### src/sscc_pkg.sv
// Shared types and constants for the size class slot cache.
package sscc_pkg;

  localparam int CFG_IDX_BITS     = 3;
  localparam int CFG_DATA_BITS    = 16;
  localparam int LEN_BITS         = 16;
  localparam int LOW_MARK_BITS    = 5;
  localparam int STATUS_BITS      = 3;
  localparam int CLASS_FIELD_BITS = 3;
  localparam int CFG_CLASS_REGS   = 6;
  localparam int RELEASE_BUDGET   = 16;
  localparam int BUDGET_BITS      = 5;

  // register indexes beyond the class sizes
  localparam logic [CFG_IDX_BITS-1:0] CFG_DEFAULT_LEN = 3'd6;
  localparam logic [CFG_IDX_BITS-1:0] CFG_LOW_MARK    = 3'd7;

  localparam logic [LEN_BITS-1:0]      CLASS_SIZE_BASE   = 16'd64;
  localparam logic [LEN_BITS-1:0]      DEFAULT_LEN_RESET = 16'd2048;
  localparam logic [LOW_MARK_BITS-1:0] LOW_MARK_RESET    = 5'd16;

  typedef enum logic [STATUS_BITS-1:0] {
    ST_GRANTED  = 3'd0,
    ST_NO_FIT   = 3'd1,
    ST_NEW_PAGE = 3'd2,
    ST_CACHED   = 3'd3,
    ST_RELEASE  = 3'd4
  } status_t;

  // handle source of an emitted result
  typedef enum logic [1:0] {
    HS_ZERO  = 2'd0,
    HS_FREED = 2'd1,
    HS_MEM   = 2'd2
  } hsel_t;

  typedef struct packed {
    logic    load;
    logic    rf_init;
    logic    rf_rd;
    logic    rf_wr;
    logic    pop_rd;
    logic    sp_init;
    logic    sp_rd;
    logic    sp_wr;
    logic    rel_rd;
    logic    rel_adv;
    logic    sh_rd;
    logic    sh_wr;
    logic    push;
    logic    emit;
    status_t emit_status;
    hsel_t   emit_hsel;
    logic    emit_last;
  } cmd_t;

  typedef struct packed {
    logic mode_free;
    logic nomatch;
    logic n_zero;
    logic full;
    logic lm_blocks;
    logic rf_more;
    logic sp_more;
    logic rel_more;
    logic sh_more;
    logic out_free;
  } sts_t;

endpackage

### src/sscc_ctrl.sv
// Controller: sequences refill, pop, spill, release, shift and push.
module sscc_ctrl import sscc_pkg::*; (
  input  logic clk,
  input  logic rst_n,
  input  logic in_valid,
  output logic in_ready,
  input  sts_t sts,
  output cmd_t cmd
);

  typedef enum logic [13:0] {
    S_IDLE    = 14'b00000000000001,
    S_DECIDE  = 14'b00000000000010,
    S_RF_RD   = 14'b00000000000100,
    S_RF_WR   = 14'b00000000001000,
    S_ACHK    = 14'b00000000010000,
    S_POP_RD  = 14'b00000000100000,
    S_POP_OUT = 14'b00000001000000,
    S_SP_RD   = 14'b00000010000000,
    S_SP_WR   = 14'b00000100000000,
    S_REL_RD  = 14'b00001000000000,
    S_REL_OUT = 14'b00010000000000,
    S_SH_RD   = 14'b00100000000000,
    S_SH_WR   = 14'b01000000000000,
    S_PUSH    = 14'b10000000000000
  } state_t;

  state_t state_r, state_nxt;

  always_comb begin
    state_nxt = state_r;
    cmd       = '0;
    in_ready  = (state_r == S_IDLE);
    unique case (state_r)
      S_IDLE: begin
        if (in_valid) begin
          cmd.load  = 1'b1;
          state_nxt = S_DECIDE;
        end
      end
      S_DECIDE: begin
        if (!sts.mode_free) begin
          if (sts.nomatch) begin
            if (sts.out_free) begin
              cmd.emit = 1'b1; cmd.emit_status = ST_NO_FIT;
              cmd.emit_hsel = HS_ZERO; cmd.emit_last = 1'b1;
              state_nxt = S_IDLE;
            end
          end else if (sts.n_zero) begin
            cmd.rf_init = 1'b1;
            state_nxt   = S_RF_RD;
          end else begin
            state_nxt = S_POP_RD;
          end
        end else begin
          if (sts.nomatch || (sts.full && sts.lm_blocks)) begin
            if (sts.out_free) begin
              cmd.emit = 1'b1; cmd.emit_status = ST_RELEASE;
              cmd.emit_hsel = HS_FREED; cmd.emit_last = 1'b1;
              state_nxt = S_IDLE;
            end
          end else if (sts.full) begin
            cmd.sp_init = 1'b1;
            state_nxt   = S_SP_RD;
          end else begin
            state_nxt = S_PUSH;
          end
        end
      end
      // refill from the global FIFO
      S_RF_RD: begin
        if (sts.rf_more) begin
          cmd.rf_rd = 1'b1;
          state_nxt = S_RF_WR;
        end else begin
          state_nxt = S_ACHK;
        end
      end
      S_RF_WR: begin
        cmd.rf_wr = 1'b1;
        state_nxt = S_RF_RD;
      end
      S_ACHK: begin
        if (sts.n_zero) begin
          if (sts.out_free) begin
            cmd.emit = 1'b1; cmd.emit_status = ST_NEW_PAGE;
            cmd.emit_hsel = HS_ZERO; cmd.emit_last = 1'b1;
            state_nxt = S_IDLE;
          end
        end else begin
          state_nxt = S_POP_RD;
        end
      end
      S_POP_RD: begin
        cmd.pop_rd = 1'b1;
        state_nxt  = S_POP_OUT;
      end
      S_POP_OUT: begin
        if (sts.out_free) begin
          cmd.emit = 1'b1; cmd.emit_status = ST_GRANTED;
          cmd.emit_hsel = HS_MEM; cmd.emit_last = 1'b1;
          state_nxt = S_IDLE;
        end
      end
      // spill above the low mark into the global FIFO
      S_SP_RD: begin
        if (sts.sp_more) begin
          cmd.sp_rd = 1'b1;
          state_nxt = S_SP_WR;
        end else begin
          state_nxt = S_REL_RD;
        end
      end
      S_SP_WR: begin
        cmd.sp_wr = 1'b1;
        state_nxt = S_SP_RD;
      end
      // release what did not fit
      S_REL_RD: begin
        if (sts.rel_more) begin
          cmd.rel_rd = 1'b1;
          state_nxt  = S_REL_OUT;
        end else begin
          state_nxt = S_SH_RD;
        end
      end
      S_REL_OUT: begin
        if (sts.out_free) begin
          cmd.emit = 1'b1; cmd.emit_status = ST_RELEASE;
          cmd.emit_hsel = HS_MEM; cmd.emit_last = 1'b0;
          cmd.rel_adv = 1'b1;
          state_nxt = S_REL_RD;
        end
      end
      // move the leftovers down onto the low mark
      S_SH_RD: begin
        if (sts.sh_more) begin
          cmd.sh_rd = 1'b1;
          state_nxt = S_SH_WR;
        end else begin
          state_nxt = S_PUSH;
        end
      end
      S_SH_WR: begin
        cmd.sh_wr = 1'b1;
        state_nxt = S_SH_RD;
      end
      S_PUSH: begin
        if (sts.out_free) begin
          cmd.push = 1'b1;
          cmd.emit = 1'b1; cmd.emit_status = ST_CACHED;
          cmd.emit_hsel = HS_FREED; cmd.emit_last = 1'b1;
          state_nxt = S_IDLE;
        end
      end
      default: state_nxt = S_IDLE;
    endcase
  end

  always_ff @(posedge clk) begin
    if (!rst_n) begin
      state_r <= S_IDLE;
    end else begin
      state_r <= state_nxt;
    end
  end

  a_state_onehot: assert property (@(posedge clk) disable iff (!rst_n)
    $onehot(state_r))
    else $error("controller state not one-hot");

  a_emit_free: assert property (@(posedge clk) disable iff (!rst_n)
    cmd.emit |-> sts.out_free)
    else $error("result beat written over a pending one");

  a_load_idle: assert property (@(posedge clk) disable iff (!rst_n)
    cmd.load |=> state_r == S_DECIDE)
    else $error("accepted beat not decided next");

endmodule

### config.mk
export PLATFORM = sky130hd
export DESIGN_NAME = sscc_ctrl
export DESIGN_NICKNAME = d
export VERILOG_FILES = /design/src/sscc_pkg.sv /design/src/sscc_ctrl.sv
export SDC_FILE = /design/constraint.sdc
export NUM_CORES = 1
export LEC_CHECK = 0
export ABC_AREA = 1
export BUFFER_PORTS_ARGS = -buffer_cell sky130_fd_sc_hd__buf_2
export CORE_MARGIN = 4
export CORE_UTILIZATION = 55
export DETAILED_ROUTE_END_ITERATION = 16
export PLACE_DENSITY = 0.82
export REMOVE_ABC_BUFFERS = 1
export SKIP_LAST_GASP = 1
export SYNTH_ARGS = -nofsm -noshare
export SYNTH_HDL_FRONTEND = slang
export SYNTH_SLANG_ARGS = --single-unit
### constraint.sdc
create_clock -name clk -period 2.22 [get_ports clk]
set_clock_uncertainty 0.05 [all_clocks]
set_input_delay 0.444 -clock clk [delete_from_list [all_inputs] [get_ports clk]]
set_output_delay 0.444 -clock clk [all_outputs]
set_load 0.01 [all_outputs]
Yosys cells after proc, flatten, opt, wreduce, memory -nomap -nowiden
Index checks and enable logic that the tools add are counted.

Equal/unequal tests: 16. Multiplexer cells: 50. Reduce and logical (&&, ||, !) cells: 4.

Operators with widths (number): one-hot mux 14 bit (13 select lines) (1); two-way mux 14 bit (9); two-way mux 7 bit (9); one-hot mux 7 bit (5 select lines) (1); two-way mux 1 bit (25); equality test 14 x 1 -> 1 bit, second input constant (1); equality test 14 x 10 -> 1 bit, second input constant (1); equality test 14 x 11 -> 1 bit, second input constant (1); equality test 14 x 12 -> 1 bit, second input constant (1); equality test 14 x 13 -> 1 bit, second input constant (1); equality test 14 bit, second input constant (1); equality test 14 x 2 -> 1 bit, second input constant (1); equality test 14 x 3 -> 1 bit, second input constant (1); equality test 14 x 4 -> 1 bit, second input constant (1); equality test 14 x 5 -> 1 bit, second input constant (1); equality test 14 x 6 -> 1 bit, second input constant (1); equality test 14 x 7 -> 1 bit, second input constant (1); equality test 14 x 8 -> 1 bit, second input constant (1); equality test 14 x 9 -> 1 bit, second input constant (1); two-way mux 12 bit (1); two-way mux 10 bit (1); two-way mux 8 bit (1); two-way mux 6 bit (1); two-way mux 5 bit (1); 5 further kinds (6).

Bits in registers: 14. Logic and storage cells: 71. Output and inout port bits: 21. Input bits: 13.

Longest topological paths before layout
Gate-level depths: netlist of run 1.

Word-level depth: 5. Mapped depth: 12. Gate-level depth less buffers: 12.

Worst setup path after synthesis of run 1
OpenSTA, ideal clock, no wires.

Path type: input -> output. Start point: in sts[0] (netlist bit). End point: out cmd[6] (netlist bit). Buffers on the path: 1. Cell stages on the path: 6. Arrival: 1.429 ns. Setup slack: 0.297 ns. Required time: 1.726 ns. Path through: clkbuf_1 -> inv_1 -> nor2_2 -> inv_2 -> o21ai_1 -> or2_1.

RTL lines: start: declaration (RTL line sscc_ctrl.sv:7) `input sts_t sts,`; end: declaration (RTL line sscc_ctrl.sv:8) `output cmd_t cmd`.

==> impl_metrics.toml, run 1 <==
[place]
dp.final_hpwl_um = 2570
post_dp_cell_area_um2 = 1370
dp_cells = 255
place_congestion = 0.946
numPortBuffers = 33

[cts]
clkTransAtPathRegs_ns = 0.09
clock_sinks = 14
numCtsBuffers = 3
clk_latency_ns = 0.29
htree_num_levels = 1
clk_path_buf_depth = 2
cts_tree = "yes"
cts-root-buf = "clkbuf_4"

[floorplan]
core-area_um2 = 2000
die_area_um2 = 2970
die_width_um = 54.5
die_h_um = 54.5
rows = 16
ioPinCount = 34
initial_core_util_pct = 59.4

[timing]
fin_crit_sh_pct = 103
hold_viol_final = 0
relSlewSlack_pct = 69.7
report.final.setup_viol = 2
worst_slack_ns = -0.0709
tns_ns = -0.103
tightest_slew_ns = 0.454
rsz0062_at_grt = "true"
fmax_ghz = 0.437
finalMaxSlewViolations = 0
period_minus_slack_ns = 2.29

[synth]
synth_area_um2 = 1190
synth_area_leaders = "dfxtp_1 (24%), nand2_1 (11%), inv_1 (10%)"
synthCells = 198
synthArstFlopShare_pct = 0
yosys_warnings = 0
synth_top_area_cell = "dfxtp_1"
synth_edf_count = 0
synthFlopType = "dfxtp_1"
seq_area_frac_synth_pct = 23.6
ys_types = 27
syn_avg_cell_area_um2 = 6.01
synth-seq-cells = 14
synth_top_cell_area_share_pct = 23.6

[layout]
finish.instance_area_um2 = 1570
n_antenna_cell = 0
areaGrowthSynthToFinish_pct = 31.7
final_cells = 272
drive_above_1_share_pct = 37.6
reg.largest.list = "state_r (14)"
largest_register = "state_r"
largest_reg_flops = 14
final_nets = 260
postLayoutCoreUtil_pct = 78.3

[worst_hold_path]
min_path_type = "input port to register"
hold_depth = 2

[run]
cap_violations = 0

[global_route]
grt_max_degree = 13
antenna_found_initial = 0
grt_first_pass_wirelength_um = 5620
overflow = 0
first_global_vias = 1312
grt_use_total_pct = 26.1

[route]
drt-met1-wl_um = 1340
final_antenna_net_count = 0
drt-wirelength-per-cell_um = 13.2
drt_iter0_drc = 57
drtPass1Iterations = 5
viasPerCell = 5.49
num_vias = 1492
wl_met3_um = 347
drc = 0
wl_um = 3580
top_layer = "met4"
route.met2.wl_um = 1740

[power]
pwr-share-seq_pct = 33.9
power_switching_mw = 0.342
power_density_nw_per_um2 = 549
p_leak_nw = 0.905
swShare_pct = 39.8
p_comb_share_pct = 48.5
power.internal_mw = 0.517
clkPwrFrac_pct = 17.6
power.total_mw = 0.859
ir_drop_v = 0.000525

[critical_path]
slowest_delay_ns = 0.36
cp_max_fo = 5
cpMostUsedCell = "nor2_4"
crit_path_cell_trace = "nor2_4 > nand2_4 > nor2_4 > buf_12 > nand4_1 > a31oi_1 > or2_1 > buf_2"
start_kind = "register"
arrival_ns = 1.80
end_kind = "output port"
cp.required_ns = 1.73
crit_slowest_cell = "dfxtp_4"
critical_path_class = "register to output port"
worstRegToRegCells = 9

[outcome]
status = "complete, but fails checks"
violations = "negative setup slack"
==> layout make-up <==
class                      count  area (µm²)
clock buffer                   3        22.5
sequential                    14         293
inverter                      40         150
tap                           27        33.8
multi-input combinational    141         785
timing repair buffer          47         283
fill                         159         435
==> placed cells by master, fill, tap and decap left out, types with 7 or more instances in the layout <==
cell type and count:
a21oi_1 7, buf_2 33, buf_4 13, dfxtp_2 7, inv_1 33, inv_2 7, nand2_1 34, nand3_1 17
nor2_1 25, nor2_4 8, o21ai_0 8
==> per-layer routing <==
layer  global-route usage (%)  vias to the layer above
li1                         -                      719
met1                     31.6                      668
met2                     46.8                       83
met3                     6.27                       22
met4                     4.56                        0
met5                        0                        -
==> synth_stat cells (2+ instances only) <==
library cell   n
dfxtp_1       14
nor2_4         5
nor2_1        26
nand3b_1       2
clkbuf_1       2
a21oi_1        7
nand3_1       18
nor2_2         5
nand4_1        5
nand2_2        6
nand2_1       34
o21ai_0        8
nor4_1         2
nor3_1         7
inv_2          7
o21ai_1        5
nand2_4        2
inv_1         33
nand3_2        2
==> timing repair <==
action | CTS | global route
endpoints found under the setup margin | 5 | 10
buffers inserted | 5 | 9
hold buffers | 0 | 0
gates resized for setup | 8 | 10
pin swaps | 4 | 11
==> logic make-up after synthesis <==
| kind of cell | Yosys count | share of synthesized area [%] |
|---|---|---|
| flip-flops | 14 | 23.6 |
| AND/OR/NAND/NOR | 119 | 52.6 |
| AO/OA/AOI/OAI | 22 | 9.67 |
| buffers and inverters | 43 | 14.2 |
==> power groups by stage <==
stage          Combinational (mW)  Sequential [mW]  Clock, mW
5_1_grt                     0.468            0.293      0.165
3_3_place_gp                0.296            0.286          0
4_1_cts                     0.383            0.291      0.154
2_1_floorplan               0.222            0.284          0
6_report                    0.417            0.291      0.152
3_5_place_dp                0.299            0.287          0
==> per-stage QoR <==
step                      hold slack, ns  setup slack, ns
after floorplan                    0.431            0.253
after global placement             0.469            0.220
after detailed placement           0.459            0.185
after CTS                          0.337          0.00642
after global routing               0.342           -0.145
final                              0.339          -0.0709
==> worst max-delay path, delay by kind of cell (launching register included) <==
kind	cells	cell delay [ns]
and+or+nand+nor	5	0.64
DFF	1	0.36
AOI/OAI and AO/OA	1	0.26
buffers and inverters	2	0.25
==> worst paths after layout <==
check / from / endpoint / slack [ns]
max reg2reg: state_r[11] / state_r[9] / 0.60
min reg2reg: state_r[6] / state_r[6] / 0.48
max: state_r[4] / cmd[6] / -0.07
min: rst_n / state_r[0] / 0.34
(Power assumes the default switching activity.)
==> inputs of run 2 (changes only) <==
CORE_UTILIZATION = 46   (was 55)
PLACE_DENSITY = 0.7   (was 0.82)
TNS_END_PERCENT = 100   (was default)
==> impl_metrics.toml, run 2 (synthesis results as in run 1) <==
[power]
ir_drop_v = 0.000488
clkPwrFrac_pct = 21.8
power.internal_mw = 0.541
pwr-share-seq_pct = 32.9
power_switching_mw = 0.340
power_density_nw_per_um2 = 548
swShare_pct = 38.6
p_leak_nw = 0.942
power.total_mw = 0.882
p_comb_share_pct = 45.3

[critical_path]
end_kind = "output port"
worstRegToRegCells = 11
cp_max_fo = 7
start_kind = "register"
cp.required_ns = 1.73
arrival_ns = 1.73
critical_path_class = "register to output port"
regToRegSetupSlack_ns = 0.54

[route]
wl_um = 3380
viasPerCell = 5.01
drc = 0
final_antenna_net_count = 0
drt-wirelength-per-cell_um = 12.2
drt_iter0_drc = 87
wl_met3_um = 210
route.met2.wl_um = 1700
top_layer = "met4"
num_vias = 1387
drt-met1-wl_um = 1450
drtPass1Iterations = 4

[timing]
relSlewSlack_pct = 71.0
rsz0062_at_grt = "true"
hold_viol_final = 0
tightest_slew_ns = 0.434
fmax_ghz = 0.449
report.final.setup_viol = 3
fin_crit_sh_pct = 100
tns_ns = -0.0162
worst_slack_ns = -0.00687
finalMaxSlewViolations = 0
period_minus_slack_ns = 2.23

[cts]
postCtsHoldBufs = 0
htree_num_levels = 1
numCtsBuffers = 3
clk_latency_ns = 0.29
cts_tree = "yes"
clk_path_buf_depth = 2
clkTransAtPathRegs_ns = 0.09
cts-root-buf = "clkbuf_4"
clock_sinks = 14

[layout]
largest_register = "state_r"
n_antenna_cell = 0
areaGrowthSynthToFinish_pct = 35.3
mostFrequentLayoutCells = "inv_1 (33), buf_2 (33), nand2_1 (32)"
largest_reg_flops = 14
finish.instance_area_um2 = 1610
reg.largest.list = "state_r (14)"
drive_above_1_share_pct = 40.1
final_nets = 261
postLayoutCoreUtil_pct = 65.0

[floorplan]
die_area_um2 = 3460
die_h_um = 58.9
rows = 18
die_width_um = 58.9
core-area_um2 = 2480
ioPinCount = 34
initial_core_util_pct = 48.0

[global_route]
antenna_found_initial = 0
grt_first_pass_wirelength_um = 5510
first_global_vias = 1292
grt_max_degree = 13
grt_use_total_pct = 20.3
overflow = 0

[place]
pre_cts_slack_ns = 0.291
post_dp_cell_area_um2 = 1380
numPortBuffers = 33
place_congestion = 0.940
dp.final_hpwl_um = 2590

[worst_hold_path]
min_path_type = "input port to register"
hold_depth = 2

[outcome]
status = "complete, but fails checks"
violations = "negative setup slack"

[run]
cap_violations = 0
run 2: cell count changes in the layout (fill, tap and decap cells not counted), sizes merged:
cell and delta:
buf +1, clkbuf +1
run 2: final timing paths:
kind / from / end
setup / recovery: state_r[4] / cmd[11]
hold reg to reg: state_r[6] / state_r[6]
hold / removal: rst_n / state_r[0]
setup reg to reg: state_r[4] / state_r[1]
run 2: worst max-delay path: stages (launching register included):
cell	delay [ns]
dfxtp_4	0.37
nor2_4	0.16
nand2_4	0.08
nor2_4	0.16
buf_6	0.13
buf_6	0.08
buf_4	0.14
nand2_1	0.07
nor2_2	0.12
buf_2	0.14
run 2: stage by stage:
| step | hold WS (ns) | instances |
|---|---|---|
| after CTS | 0.333 | 265 |
| after detailed placement | 0.463 | 259 |
| final | 0.344 | 277 |
| after global routing | 0.350 | 277 |
| after global placement | 0.490 | 259 |
| after floorplan | 0.431 | 195 |
run 2: what timing repair did:
action	CTS	global route
setup buffers	2	12
gates resized for setup	2	26
pin swaps	3	16
endpoints found under the setup margin	3	11
run 2: final cells by class:
class / instances / area, µm²
Multi-Input combinational cell: 141 / 801
Inverter: 40 / 153
Fill cell: 249 / 867
Timing Repair Buffer: 48 / 289
Clock buffer: 4 / 36.3
Tap cell: 30 / 37.5
Sequential cell: 14 / 294
run 2: layer usage:
layer	vias to the layer above	GRT usage [%]
li1	724	-
met1	617	25.3
met2	44	34.7
met3	2	5.04
met4	0	5.50
met5	-	0
run 2: power groups by stage:
stage / Sequential (mW) / Clock (mW) / Combinational, mW
final: 0.290 / 0.192 / 0.399
after global routing: 0.293 / 0.209 / 0.449
after CTS: 0.283 / 0.196 / 0.327
after floorplan: 0.284 / 0 / 0.222
after global placement: 0.287 / 0 / 0.311
after detailed placement: 0.287 / 0 / 0.310
==> inputs of run 3 (changes only) <==
CELL_PAD_IN_SITES_DETAIL_PLACEMENT = 1   (was default)
CELL_PAD_IN_SITES_GLOBAL_PLACEMENT = 2   (was default)
CORE_UTILIZATION = 28   (was 46)
PLACE_DENSITY = 0.82   (was 0.7)
==> impl_metrics.toml, run 3 (synthesis results as in run 1) <==
[place]
numPortBuffers = 33
dp_cells = 280
dp.final_hpwl_um = 3260
place_congestion = 0.867

[route]
drt_iter0_drc = 36
drt-wirelength-per-cell_um = 14.2
viasPerCell = 4.78
drc = 0
wl_um = 4130
num_vias = 1386
final_antenna_net_count = 0
drtPass1Iterations = 4

[timing]
fin_crit_sh_pct = 98.0
rsz0062_at_grt = "true"
tightest_slew_ns = 0.465
finalMaxSlewViolations = 0
fmax_ghz = 0.459
period_minus_slack_ns = 2.18
hold_viol_final = 0
hold_ws_ns = 0.387
report.final.setup_viol = 0
relSlewSlack_pct = 69.0

[layout]
reg.largest.list = "state_r (14)"
largest_register = "state_r"
fillers = 563
largest_reg_flops = 14
n_antenna_cell = 0
final_cells = 290
areaGrowthSynthToFinish_pct = 32.6
drive_above_1_share_pct = 36.3
final_nets = 255
mostFrequentLayoutCells = "inv_1 (33), nand2_1 (33), buf_2 (33)"

[global_route]
grt_max_degree = 13
antenna_found_initial = 0
grt_use_total_pct = 16.0
first_global_vias = 1375
grt_first_pass_wirelength_um = 6650
overflow = 0

[cts]
clkTransAtPathRegs_ns = 0.06
postCtsHoldBufs = 0
clk_path_buf_depth = 2
cts-root-buf = "clkbuf_8"
numCtsBuffers = 3
cts_tree = "yes"
clock_sinks = 14
htree_num_levels = 1
clk_latency_ns = 0.25

[outcome]
status = "completed"

[power]
power_density_nw_per_um2 = 542
p_leak_nw = 0.901
ir_drop_v = 0.000388

[critical_path]
start_kind = "register"
cp_max_fo = 4
cp.required_ns = 1.73
critical_path_class = "register to output port"
arrival_ns = 1.68
end_kind = "output port"

[floorplan]
die_area_um2 = 5360
ioPinCount = 34
rows = 23
core-area_um2 = 4060
initial_core_util_pct = 29.3
die_width_um = 73.2
die_h_um = 73.2

[worst_hold_path]
min_path_type = "input port to register"

[run]
cap_violations = 0
-- run 3: where the power goes --
group          switching [mW]  internal [mW]  leakage, nW
sequential             0.0167          0.266        0.117
clock                  0.0928          0.120       0.0216
combinational           0.225          0.134        0.763
total                   0.334          0.521        0.901
-- run 3: worst paths after layout --
check / depth (start not counted) / endpoint / slack, ns / start
worst max register to register: 11 / state_r[9] / 0.56 / state_r[4]
worst min register to register: 2 / state_r[6] / 0.47 / state_r[6]
worst max-delay path: 10 / cmd[0] / 0.04 / state_r[4]
worst min-delay path: 2 / state_r[0] / 0.39 / rst_n
-- run 3: through the flow --
stage	setup TNS [ns]	setup WS, ns	util, %	instance area, µm²	power, mW
finish	0	0.0435	38.9	1580	0.855
global route	-0.391	-0.0937	38.9	1580	0.921
CTS	0	0.00796	36.8	1490	0.852
detailed placement	0	0.194	34.8	1410	0.614
global placement	0	0.207	34.8	1410	0.610
floorplan	0	0.253	-	1170	0.505
-- run 3: critical path, stage by stage, from the launching register on --
cell     delay [ns]
dfxtp_4        0.36
nor2_4         0.15
nand2_4        0.09
nor2_4         0.22
nand2_4        0.10
nand2_2        0.11
inv_2          0.04
nand3_2        0.08
o21ai_1        0.10
inv_1          0.06
buf_2          0.12
-- run 3: what timing repair did --
action                                  4_1_cts  5_1_grt
endpoints found under the setup margin        3       10
pin swaps                                     5       11
setup buffers                                 3        4
resized for setup                             4       17
-- run 3: final cells by class --
| cell class | instances | area [µm²] | area share [%] |
|---|---|---|---|
| Clock buffer | 3 | 41.3 | 2.62 |
| Inverter | 40 | 150 | 9.52 |
| Multi-Input combinational cell | 141 | 797 | 50.5 |
| Sequential cell | 14 | 290 | 18.4 |
| Tap cell | 50 | 62.6 | 3.97 |
| Timing Repair Buffer | 42 | 236 | 15.0 |
-- run 3: metal layers --
metal | share of wire [%] | GRT usage, % | vias up
li1 | - | - | 712
met1 | 43 | 19.7 | 650
met2 | 52 | 28.9 | 19
met3 | 3.6 | 3.31 | 5
met4 | 0.48 | 2.46 | 0
met5 | 0 | 0 | -
